===== config.mk =====
export PLATFORM = sky130hd
export DESIGN_NAME = arm_pickup_motion_sequencer
export DESIGN_NICKNAME = d
export VERILOG_FILES = /design/src/hw/rtl/apms_pkg.sv /design/src/hw/rtl/arm_pickup_motion_sequencer.sv
export SDC_FILE = /design/constraint.sdc
export NUM_CORES = 1
export LEC_CHECK = 0
export BUFFER_PORTS_ARGS = -buffer_cell sky130_fd_sc_hd__buf_2
export CAP_MARGIN = 20
export CORE_AREA = 2 2 112 114
export CTS_BUF_LIST = sky130_fd_sc_hd__clkbuf_16
export DETAILED_ROUTE_END_ITERATION = 8
export DIE_AREA = 0 0 114 116
export PLACE_DENSITY = 0.8
export SLEW_MARGIN = 0
export SYNTH_ARGS = -nofsm -noshare
export SYNTH_HDL_FRONTEND = slang
export SYNTH_SLANG_ARGS = --single-unit

===== constraint.sdc =====
create_clock -name clk -period 3.19 [get_ports clk]
set_input_delay 0 -clock clk [delete_from_list [all_inputs] [get_ports clk]]
set_output_delay 0 -clock clk [all_outputs]
set_load 0.1 [all_outputs]

===== src/hw/rtl/apms_pkg.sv =====
// ----------------------------------------------------------------------------
// apms_pkg
// Shared types and constants for the arm pickup motion sequencer: phase
// codes, register indexes, speed commands and field widths.
// ----------------------------------------------------------------------------
`default_nettype none

package apms_pkg;

    localparam int POT_BITS  = 10;
    localparam int POT_W     = 10;
    localparam int CFG_W     = 10;
    localparam int TICK_W    = 11;
    localparam int SPD_W     = 8;
    localparam int ADDR_W    = 5;
    localparam int DATA_W    = 32;
    localparam int CFG_IDX_W = 3;

    localparam logic [POT_W-1:0]  POT_MASK = POT_W'((64'd1 << POT_BITS) - 64'd1);
    localparam logic [TICK_W-1:0] TICK_MAX = {TICK_W{1'b1}};

    typedef enum logic [2:0] {
        PH_RAISE_ELBOW = 3'd0,
        PH_RAISE_ARM   = 3'd1,
        PH_RELEASE     = 3'd2,
        PH_LOWER_ARM   = 3'd3,
        PH_LOWER_ELBOW = 3'd4,
        PH_DONE        = 3'd5
    } phase_t;

    typedef enum logic [CFG_IDX_W-1:0] {
        CFG_RAISE_ELBOW_TIMEOUT   = 3'd0,
        CFG_RAISE_ARM_TIMEOUT     = 3'd1,
        CFG_POT_TOP_THRESHOLD     = 3'd2,
        CFG_POT_RELEASE_THRESHOLD = 3'd3,
        CFG_RELEASE_TIMEOUT       = 3'd4,
        CFG_POT_BOTTOM_THRESHOLD  = 3'd5,
        CFG_LOWER_ELBOW_TIMEOUT   = 3'd6
    } cfg_idx_t;

    localparam logic [CFG_W-1:0] RST_RAISE_ELBOW_TIMEOUT   = 10'd20;
    localparam logic [CFG_W-1:0] RST_RAISE_ARM_TIMEOUT     = 10'd300;
    localparam logic [CFG_W-1:0] RST_POT_TOP_THRESHOLD     = 10'd500;
    localparam logic [CFG_W-1:0] RST_POT_RELEASE_THRESHOLD = 10'd450;
    localparam logic [CFG_W-1:0] RST_RELEASE_TIMEOUT       = 10'd30;
    localparam logic [CFG_W-1:0] RST_POT_BOTTOM_THRESHOLD  = 10'd5;
    localparam logic [CFG_W-1:0] RST_LOWER_ELBOW_TIMEOUT   = 10'd20;

    localparam logic signed [SPD_W-1:0] SPD_FULL_UP   = 8'sd127;
    localparam logic signed [SPD_W-1:0] SPD_SLOW_UP   = 8'sd60;
    localparam logic signed [SPD_W-1:0] SPD_FULL_DOWN = -8'sd127;
    localparam logic signed [SPD_W-1:0] SPD_HOLD      = 8'sd50;
    localparam logic signed [SPD_W-1:0] SPD_OFF       = 8'sd0;

endpackage

`default_nettype wire


===== src/hw/rtl/arm_pickup_motion_sequencer.sv =====
// ----------------------------------------------------------------------------
// arm_pickup_motion_sequencer
// Five-phase elbow/shoulder motion sequencer with an APB register port.
// ----------------------------------------------------------------------------
// Every item (start request or control tick) yields exactly one result. The
// block takes one item per clock cycle while item_stall is low: the phase, tick
// counter and done flag update at the edge that accepts an item, and the result
// goes into a single output register at that same edge. item_stall is high only
// while that output register holds a result that the far side is stalling, so
// throughput is one item per cycle whenever result_stall is low.
// Registers 0..6 lie at byte addresses 0x00..0x18; write them only while idle.
// ----------------------------------------------------------------------------
`default_nettype none

module arm_pickup_motion_sequencer (
    input  wire logic                                  clk,
    input  wire logic                                  rst_n,

    input  wire logic                                  psel,
    input  wire logic                                  penable,
    input  wire logic                                  pwrite,
    input  wire logic [apms_pkg::ADDR_W-1:0]           paddr,
    input  wire logic [apms_pkg::DATA_W-1:0]           pwdata,
    output logic      [apms_pkg::DATA_W-1:0]           prdata,
    output logic                                       pready,

    input  wire logic                                  item_valid,
    output logic                                       item_stall,
    input  wire logic                                  req_type,
    input  wire logic [apms_pkg::POT_W-1:0]            shoulder_pot,

    output logic                                       result_valid,
    input  wire logic                                  result_stall,
    output logic                                       elbow_drive,
    output logic signed [apms_pkg::SPD_W-1:0]          elbow_speed,
    output logic                                       shoulder_drive,
    output logic signed [apms_pkg::SPD_W-1:0]          shoulder_speed,
    output logic                                       seq_done,
    output logic      [2:0]                            phase_now
);

    logic [apms_pkg::CFG_W-1:0] raise_elbow_timeout_reg;
    logic [apms_pkg::CFG_W-1:0] raise_arm_timeout_reg;
    logic [apms_pkg::CFG_W-1:0] pot_top_threshold_reg;
    logic [apms_pkg::CFG_W-1:0] pot_release_threshold_reg;
    logic [apms_pkg::CFG_W-1:0] release_timeout_reg;
    logic [apms_pkg::CFG_W-1:0] pot_bottom_threshold_reg;
    logic [apms_pkg::CFG_W-1:0] lower_elbow_timeout_reg;

    logic                                cfg_write;
    logic [apms_pkg::CFG_IDX_W-1:0]      cfg_idx;
    logic [apms_pkg::CFG_W-1:0]          cfg_data;
    logic [apms_pkg::CFG_W-1:0]          rd_data;

    apms_pkg::phase_t                    phase_reg, phase_next;
    logic [apms_pkg::TICK_W-1:0]         ticks_reg, ticks_next, ticks_inc;
    logic                                done_reg, done_next;

    logic [apms_pkg::POT_W-1:0]          pot;
    logic                                accept;
    logic                                e_drv, s_drv;
    logic signed [apms_pkg::SPD_W-1:0]   e_spd, s_spd;

    logic                                result_valid_reg;
    logic                                elbow_drive_reg, shoulder_drive_reg, seq_done_reg;
    logic signed [apms_pkg::SPD_W-1:0]   elbow_speed_reg, shoulder_speed_reg;
    logic [2:0]                          phase_now_reg;

    // Configuration port
    assign pready    = 1'b1;
    assign cfg_write = psel && penable && pwrite;
    assign cfg_idx   = paddr[apms_pkg::ADDR_W-1:2];
    assign cfg_data  = pwdata[apms_pkg::CFG_W-1:0];

    always_ff @(posedge clk or negedge rst_n)
    begin
        if (!rst_n)
        begin
            raise_elbow_timeout_reg   <= apms_pkg::RST_RAISE_ELBOW_TIMEOUT;
            raise_arm_timeout_reg     <= apms_pkg::RST_RAISE_ARM_TIMEOUT;
            pot_top_threshold_reg     <= apms_pkg::RST_POT_TOP_THRESHOLD;
            pot_release_threshold_reg <= apms_pkg::RST_POT_RELEASE_THRESHOLD;
            release_timeout_reg       <= apms_pkg::RST_RELEASE_TIMEOUT;
            pot_bottom_threshold_reg  <= apms_pkg::RST_POT_BOTTOM_THRESHOLD;
            lower_elbow_timeout_reg   <= apms_pkg::RST_LOWER_ELBOW_TIMEOUT;
        end
        else if (cfg_write)
        begin
            case (cfg_idx)
                apms_pkg::CFG_RAISE_ELBOW_TIMEOUT:   raise_elbow_timeout_reg   <= cfg_data;
                apms_pkg::CFG_RAISE_ARM_TIMEOUT:     raise_arm_timeout_reg     <= cfg_data;
                apms_pkg::CFG_POT_TOP_THRESHOLD:     pot_top_threshold_reg     <= cfg_data;
                apms_pkg::CFG_POT_RELEASE_THRESHOLD: pot_release_threshold_reg <= cfg_data;
                apms_pkg::CFG_RELEASE_TIMEOUT:       release_timeout_reg       <= cfg_data;
                apms_pkg::CFG_POT_BOTTOM_THRESHOLD:  pot_bottom_threshold_reg  <= cfg_data;
                apms_pkg::CFG_LOWER_ELBOW_TIMEOUT:   lower_elbow_timeout_reg   <= cfg_data;
                default: ;
            endcase
        end
    end

    always_comb
    begin
        case (cfg_idx)
            apms_pkg::CFG_RAISE_ELBOW_TIMEOUT:   rd_data = raise_elbow_timeout_reg;
            apms_pkg::CFG_RAISE_ARM_TIMEOUT:     rd_data = raise_arm_timeout_reg;
            apms_pkg::CFG_POT_TOP_THRESHOLD:     rd_data = pot_top_threshold_reg;
            apms_pkg::CFG_POT_RELEASE_THRESHOLD: rd_data = pot_release_threshold_reg;
            apms_pkg::CFG_RELEASE_TIMEOUT:       rd_data = release_timeout_reg;
            apms_pkg::CFG_POT_BOTTOM_THRESHOLD:  rd_data = pot_bottom_threshold_reg;
            apms_pkg::CFG_LOWER_ELBOW_TIMEOUT:   rd_data = lower_elbow_timeout_reg;
            default:                             rd_data = '0;
        endcase
    end

    assign prdata = {{(apms_pkg::DATA_W-apms_pkg::CFG_W){1'b0}}, rd_data};

    // Item handshake
    assign item_stall = result_valid_reg && result_stall;
    assign accept     = item_valid && !item_stall;

    assign pot       = shoulder_pot & apms_pkg::POT_MASK;
    assign ticks_inc = (ticks_reg == apms_pkg::TICK_MAX) ? ticks_reg
                                                         : ticks_reg + 1'b1;

    always_comb
    begin
        phase_next = phase_reg;
        ticks_next = ticks_reg;
        done_next  = done_reg;
        e_drv      = 1'b0;
        s_drv      = 1'b0;
        e_spd      = apms_pkg::SPD_OFF;
        s_spd      = apms_pkg::SPD_OFF;

        if (!req_type)
        begin
            phase_next = apms_pkg::PH_RAISE_ELBOW;
            ticks_next = '0;
            done_next  = 1'b0;
        end
        else
        begin
            case (phase_reg)
                apms_pkg::PH_RAISE_ELBOW:
                begin
                    if (ticks_reg > {1'b0, raise_elbow_timeout_reg})
                    begin
                        phase_next = apms_pkg::PH_RAISE_ARM;
                        ticks_next = '0;
                    end
                    else
                    begin
                        e_drv      = 1'b1;
                        e_spd      = apms_pkg::SPD_FULL_UP;
                        ticks_next = ticks_inc;
                    end
                end
                apms_pkg::PH_RAISE_ARM:
                begin
                    if (ticks_reg > {1'b0, raise_arm_timeout_reg})
                    begin
                        phase_next = apms_pkg::PH_DONE;
                        ticks_next = '0;
                        done_next  = 1'b1;
                    end
                    else if (pot > pot_top_threshold_reg)
                    begin
                        phase_next = apms_pkg::PH_RELEASE;
                        ticks_next = '0;
                    end
                    else
                    begin
                        s_drv      = 1'b1;
                        s_spd      = apms_pkg::SPD_FULL_UP;
                        e_drv      = 1'b1;
                        e_spd      = (pot > pot_release_threshold_reg) ? apms_pkg::SPD_FULL_DOWN
                                                                       : apms_pkg::SPD_SLOW_UP;
                        ticks_next = ticks_inc;
                    end
                end
                apms_pkg::PH_RELEASE:
                begin
                    if (ticks_reg > {1'b0, release_timeout_reg})
                    begin
                        phase_next = apms_pkg::PH_LOWER_ARM;
                        ticks_next = '0;
                    end
                    else
                    begin
                        e_drv      = 1'b1;
                        e_spd      = apms_pkg::SPD_FULL_DOWN;
                        s_drv      = 1'b1;
                        s_spd      = apms_pkg::SPD_HOLD;
                        ticks_next = ticks_inc;
                    end
                end
                apms_pkg::PH_LOWER_ARM:
                begin
                    if (pot < pot_bottom_threshold_reg)
                    begin
                        phase_next = apms_pkg::PH_LOWER_ELBOW;
                        ticks_next = '0;
                    end
                    else
                    begin
                        s_drv = 1'b1;
                        s_spd = apms_pkg::SPD_FULL_DOWN;
                    end
                end
                apms_pkg::PH_LOWER_ELBOW:
                begin
                    if (ticks_reg > {1'b0, lower_elbow_timeout_reg})
                    begin
                        phase_next = apms_pkg::PH_DONE;
                        ticks_next = '0;
                        done_next  = 1'b1;
                    end
                    else
                    begin
                        e_drv      = 1'b1;
                        e_spd      = apms_pkg::SPD_FULL_DOWN;
                        ticks_next = ticks_inc;
                    end
                end
                default: ;
            endcase
        end
    end

    // Sequencer state
    always_ff @(posedge clk or negedge rst_n)
    begin
        if (!rst_n)
        begin
            phase_reg <= apms_pkg::PH_RAISE_ELBOW;
            ticks_reg <= '0;
            done_reg  <= 1'b0;
        end
        else if (accept)
        begin
            phase_reg <= phase_next;
            ticks_reg <= ticks_next;
            done_reg  <= done_next;
        end
    end

    // Result register
    always_ff @(posedge clk or negedge rst_n)
    begin
        if (!rst_n)
        begin
            result_valid_reg <= 1'b0;
        end
        else if (accept)
        begin
            result_valid_reg <= 1'b1;
        end
        else if (!result_stall)
        begin
            result_valid_reg <= 1'b0;
        end
    end

    always_ff @(posedge clk)
    begin
        if (accept)
        begin
            elbow_drive_reg    <= e_drv;
            elbow_speed_reg    <= e_spd;
            shoulder_drive_reg <= s_drv;
            shoulder_speed_reg <= s_spd;
            seq_done_reg       <= done_next;
            phase_now_reg      <= phase_next;
        end
    end

    assign result_valid   = result_valid_reg;
    assign elbow_drive    = elbow_drive_reg;
    assign elbow_speed    = elbow_speed_reg;
    assign shoulder_drive = shoulder_drive_reg;
    assign shoulder_speed = shoulder_speed_reg;
    assign seq_done       = seq_done_reg;
    assign phase_now      = phase_now_reg;

endmodule

`default_nettype wire


---- Word-level counts from Yosys, hierarchy flattened ----
Cells that the tools add are included.
storage, ports and cells
  register bits after elaboration ......... 108
  input port bits ......................... 55
  output and inout port bits .............. 57
  logic and storage cells ................. 98
cells by class
  add/subtract/negate cells ............... 1
  $lt $le $gt $ge ......................... 7
  equality and inequality tests ........... 14
  multiplexer cells ....................... 44
  reduce and logical (&&, ||, !) cells .... 15
operators by type and width
  cell                                            number
  two-way mux 11 bit                              8
  case mux 10 bit (7 select lines)                1
  case mux 11 bit (5 select lines)                1
  two-way mux 8 bit                               6
  greater-than comparator 11 x 10 -> 1 bit        4
  case mux 8 bit (4 select lines)                 1
  case mux 8 bit (3 select lines)                 1
  two-way mux 3 bit                               7
  two-way mux 7 bit                               3
  greater-than comparator 10 bit                  2
  case mux 3 bit (5 select lines)                 1
  AND reduction 2 bit                             7
  == test 3 x 2 -> 1 bit (second input constant)  4
  == test 3 bit (second input constant)           4
  adder 11 x 1 -> 11 bit (second input constant)  1
  == test 11 bit (second input constant)          1
  two-way mux 1 bit                               11
  less-than comparator 10 bit                     1
  == test 3 x 1 -> 1 bit (second input constant)  2
  zero test 3 bit                                 2
  two-way mux 6 bit                               1
  != test 6 x 1 -> 1 bit (second input constant)  1
  logical AND 1 bit                               4
  case mux 1 bit (4 select lines)                 1
  6 further kinds                                 6

---- Logic depth before layout (Yosys ltp) ----
  depth after elaboration ................. 6
  mapped depth ............................ 10
  mapped depth without buffers ............ 9

---- Least setup slack after synthesis ----
No wires, ideal clock.
  kind .................................... input port to output port
  from .................................... input port paddr[2] (netlist name)
  to ...................................... output port prdata[8] (netlist name)
  data arrival time ....................... 3.129 ns
  required time ........................... 3.190 ns
  setup slack ............................. 0.061 ns
  cell stages on the path ................. 7
  path buffers ............................ 3
  path through ............................ buf_2 > buf_2 > buf_1 > nand2_1 > o21ai_0 > a22oi_1 > o21ai_0
on the way
  longest elaborated chain between the ends .. 2
  elaborated cells between the ends (all ways) .. 8
  classes of those cells .................. eq/ne (6); mux (1); reduce/logical (1)
ends and longest elaborated chain
  what                                   line                                RTL
  from (decl)                            arm_pickup_motion_sequencer.sv:22   input wire logic [apms_pkg::ADDR_W-1:0] paddr,
  == test 3 bit (tied with other cells)  arm_pickup_motion_sequencer.sv:104  case (cfg_idx)
  case mux 10 bit (7 select lines) *     arm_pickup_motion_sequencer.sv:104
  to (decl)                              arm_pickup_motion_sequencer.sv:24   output logic [apms_pkg::DATA_W-1:0] prdata,
Every way passes the cells marked *; elsewhere a longest branch is shown, timed or not.

---- Worst setup path after layout ----
  from .................................... register raise_arm_timeout_reg[8] (netlist name)
  to ...................................... register elbow_speed_reg (netlist bit elbow_speed[5]) (data pin)
on the way
  longest elaborated chain between the ends .. 3
ends and longest elaborated chain
  what                                      line                                RTL
  from (decl)                               arm_pickup_motion_sequencer.sv:43   logic [apms_pkg::CFG_W-1:0] raise_arm_timeout_reg;
  from (signal assigned)                    arm_pickup_motion_sequencer.sv:80   raise_arm_timeout_reg <= apms_pkg::RST_RAISE_ARM_TIMEOUT;
  from (signal assigned)                    arm_pickup_motion_sequencer.sv:91   apms_pkg::CFG_RAISE_ARM_TIMEOUT: raise_arm_timeout_reg <= cfg_data;
  greater-than comparator 11 x 10 -> 1 bit  arm_pickup_motion_sequencer.sv:161  if (ticks_reg > {1'b0, raise_arm_timeout_reg})
  two-way mux 8 bit                         arm_pickup_motion_sequencer.sv:161
  case mux 8 bit (4 select lines)           arm_pickup_motion_sequencer.sv:144  case (phase_reg)
  to (signal assigned)                      arm_pickup_motion_sequencer.sv:270  elbow_speed_reg <= e_spd;
  to (decl)                                 arm_pickup_motion_sequencer.sv:66   logic signed [apms_pkg::SPD_W-1:0] elbow_speed_reg, shoulder_speed_reg;
Every way passes these cells.
A chain may end at the register's enable or synchronous reset.

==> reports/results.tsv <==
stage	metric	value	unit
worst_setup_path	critPathKind	flop to flop	
finish	layout_common_cells	nand2_1 (79), inv_1 (75), ha_1 (70)	
detailed_routing	drt_iter0_drc	467	
placement	dp_hpwl	13.1	mm
clocking	clk_latency	0.36	ns
global_route	grt_pass1_wl	27.8	mm
yosys	synth_seq_cells	100	
sta	finalSetupViolCount	0	
placement	io_buffers	64	
sta	drv_slew	0	
sta	max-slew-margin-rel	0.464	
finish	fin_util	0.629	
yosys	ys.flop_type	dfrtp_1	
worst_setup_path	crit_path_max_fanout	7	
yosys	ys_types	67	
placement	placed_cell_area	7060	sq um
flow_run	maxCapViolations	0	
power_and_ir_drop	internal_power	2.77	mW
yosys	syn_area_per_cell	9.26	sq um
die	ios	112	
global_route	grt_use_total	0.272	
clocking	tritoncts	built	
sta	timing.final.ws_setup	0.228	ns
placement	post-place-ws	0.208	ns
yosys	ys_async_sr_fraction	0.860	
clocking	cts_htree_levels	3	
worst_setup_path	cp-start-kind	flop	
clocking	numClockSinks	100	
sta	fin_crit_sh	0.929	
finish	final_area	7490	sq um
detailed_routing	wl_per_cell	18.3	microns
die	dieArea	13200	sq um
yosys	ys_seq_area_frac	0.383	
power_and_ir_drop	p_sw	2.21	mW
sta	tightestPinTransition	0.804	ns
clocking	clk_pin_slew_worst_paths	0.07	ns
power_and_ir_drop	ir_drop	0.548	mV
global_route	grt_max_degree	87	
yosys	syn_area	6790	sq um
finish	largest_reg_flops	11	
sta	fmax	338	MHz
sta	finalSetupTns	0	ns
detailed_routing	drc_errors	0	
finish	fillers	992	
finish	drive_above_1_share	0.195	
detailed_routing	vias	5621	
finish	finalNetCount	916	
power_and_ir_drop	seq_power_share	0.371	
clocking	cts_root_buf	clkbuf_16	
finish	area_delta_synth_final	10.3	%
finish	layout_commonest_cell	nand2_1	
clocking	cts_buffers	9	
worst_setup_path	cp.arrival	3.13	ns
global_route	grt_overflow	0	
sta	hold_violations	0	
global_route	first_global_vias	5477	
die	core_area	11900	sq um
global_route	antenna_found_initial	0	
worst_setup_path	end_kind	flop	
yosys	yosysWarnings	0	
die	initial_core_util	0.570	
detailed_routing	vias_per_cell	5.96	
clocking	post_cts_buffers	0	
power_and_ir_drop	pwr-share-clk	0.201	
die	die_h	116	microns
power_and_ir_drop	p_total	4.98	mW
sta	finalCriticalPeriod	2.96	ns
finish	seq_area	2600	sq um
finish	multi_input_area	3640	sq um
finish	diodes	0	
yosys	synth_enable_flop_cells	14	
power_and_ir_drop	p_sw_frac	0.444	
status	outcome	completed	
yosys	syn_inst	733	
die	rows	40	
min_path	hold_path.class	input pin to flop	
placement	globalplace.congestion	0.963	
detailed_routing	wl	17.3	mm
detailed_routing	firstDrtPassIters	5	
power_and_ir_drop	power.leakage	3.58	nW
power_and_ir_drop	pwr-share-comb	0.428	
clocking	clockBufferDepth	2	
die	die_w	114	microns
sta	grt_setup_unrepaired	false	
sta	fin_worst_skew	0.00764	ns
detailed_routing	ant_nets	0	
worst_setup_path	required	3.36	ns
power_and_ir_drop	p_per_area	664	nW/um^2
## synthesized netlist by cell type, types with 3 or more instances
| library cell | count | area share |
|---|---|---|
| a211oi_1 | 12 | 0.013 |
| a21o_1 | 7 | 0.0077 |
| a21oi_1 | 40 | 0.029 |
| a31oi_1 | 4 | 0.0037 |
| and2_1 | 3 | 0.0028 |
| and3_1 | 5 | 0.0046 |
| and4_1 | 4 | 0.0052 |
| buf_1 | 3 | 0.0017 |
| buf_4 | 33 | 0.036 |
| clkbuf_1 | 18 | 0.0099 |
| dfrtp_1 | 62 | 0.23 |
| dfstp_2 | 24 | 0.093 |
| edfxtp_1 | 14 | 0.062 |
| ha_1 | 70 | 0.13 |
| inv_1 | 74 | 0.041 |
| mux2_2 | 26 | 0.043 |
| mux2i_1 | 10 | 0.015 |
| mux4_2 | 6 | 0.020 |
| nand2_1 | 79 | 0.044 |
| nand2b_1 | 6 | 0.0055 |
| nand3_1 | 19 | 0.014 |
| nand3b_1 | 3 | 0.0033 |
| nand4_1 | 9 | 0.0083 |
| nand4b_1 | 5 | 0.0064 |
| nor2_1 | 44 | 0.024 |
| nor2b_1 | 7 | 0.0064 |
| nor3_1 | 7 | 0.0052 |
| nor3b_1 | 3 | 0.0033 |
| nor4_1 | 3 | 0.0028 |
| o21a_1 | 5 | 0.0055 |
| o21ai_0 | 68 | 0.050 |
| o221ai_1 | 3 | 0.0039 |
| o22ai_1 | 4 | 0.0037 |
| o31ai_1 | 5 | 0.0055 |
| or2_2 | 4 | 0.0037 |
| or3_1 | 6 | 0.0055 |
## repair_timing
item	in CTS	in global routing
endpoints found under the hold margin	120	0
hold buffers	13	0
endpoints found under the setup margin	0	1
resized for setup	0	2
## area by class of cell
type	count	share of cell area
clock buffers	9	0.0301
clock inverters	7	0.00451
inverters	74	0.0371
multi-input cells	522	0.486
flip-flops and latches	100	0.348
well taps	147	0.0246
repair buffers	84	0.0702
## per-stage QoR
| step | hold slack, ns | instances |
|---|---|---|
| 2_1_floorplan | -0.296 | 754 |
| 3_3_place_gp | 0.207 | 913 |
| 3_5_place_dp | 0.212 | 913 |
| 4_1_cts | 0.0511 | 942 |
| 5_1_grt | 0.0692 | 943 |
| 6_report | 0.0705 | 943 |
## per-layer routing
metal,up-vias,GRT usage,part of all wire
met3,48,0.0528,0.068
met5,-,0,0
met4,0,0.106,0.032
met1,2675,0.357,0.43
met2,237,0.448,0.47
li1,2661,-,-
## kinds of logic (layout without fill, tap and decap cells)
| logic type | count (synthesis) | in the layout | synth area share |
|---|---|---|---|
| simple gates | 212 | 212 | 0.151 |
| compound gates | 175 | 175 | 0.164 |
| other cells | 2 | 23 | 0.00111 |
| flops | 100 | 100 | 0.383 |
| mux | 42 | 42 | 0.0778 |
| fa+ha+maj | 70 | 70 | 0.129 |
| buf+inv | 132 | 174 | 0.0938 |
## power by group through the flow
stage                     Sequential [mW]  Clock [mW]  Combinational [mW]
after global routing                 1.88        1.06                2.33
final                                1.84       0.999                2.13
after CTS                            1.84        1.01                2.11
after detailed placement             1.86           0                2.08
after global placement               1.84           0                2.00
after floorplan                      1.99           0                1.54
## worst max-delay path, stage by stage, from the launching register on
cell and delay [ns]:
dfstp_2 0.55, inv_1 0.05, ha_1 0.30, a21o_1 0.16
a211oi_1 0.43, nand4b_1 0.20, a21oi_1 0.29, and3_1 0.42
inv_1 0.11, o31ai_1 0.27
## path summary, 6_finish.rpt
check	startpoint	endpoint	slack, ns	cells after the start
hold reg to reg	done_reg	done_reg	0.51	2
setup / recovery	raise_arm_timeout_reg[8]	elbow_speed[5]	0.23	9
setup reg to reg	raise_arm_timeout_reg[8]	elbow_speed[5]	0.23	9
hold / removal	req_type	phase_reg[1]	0.07	3
max in group asynchronous	rst_n	raise_elbow_timeout_reg[4]	2.30	3
min in group asynchronous	rst_n	pot_release_threshold_reg[5]	0.20	2
Note: power is estimated with default switching activity, not from simulation.
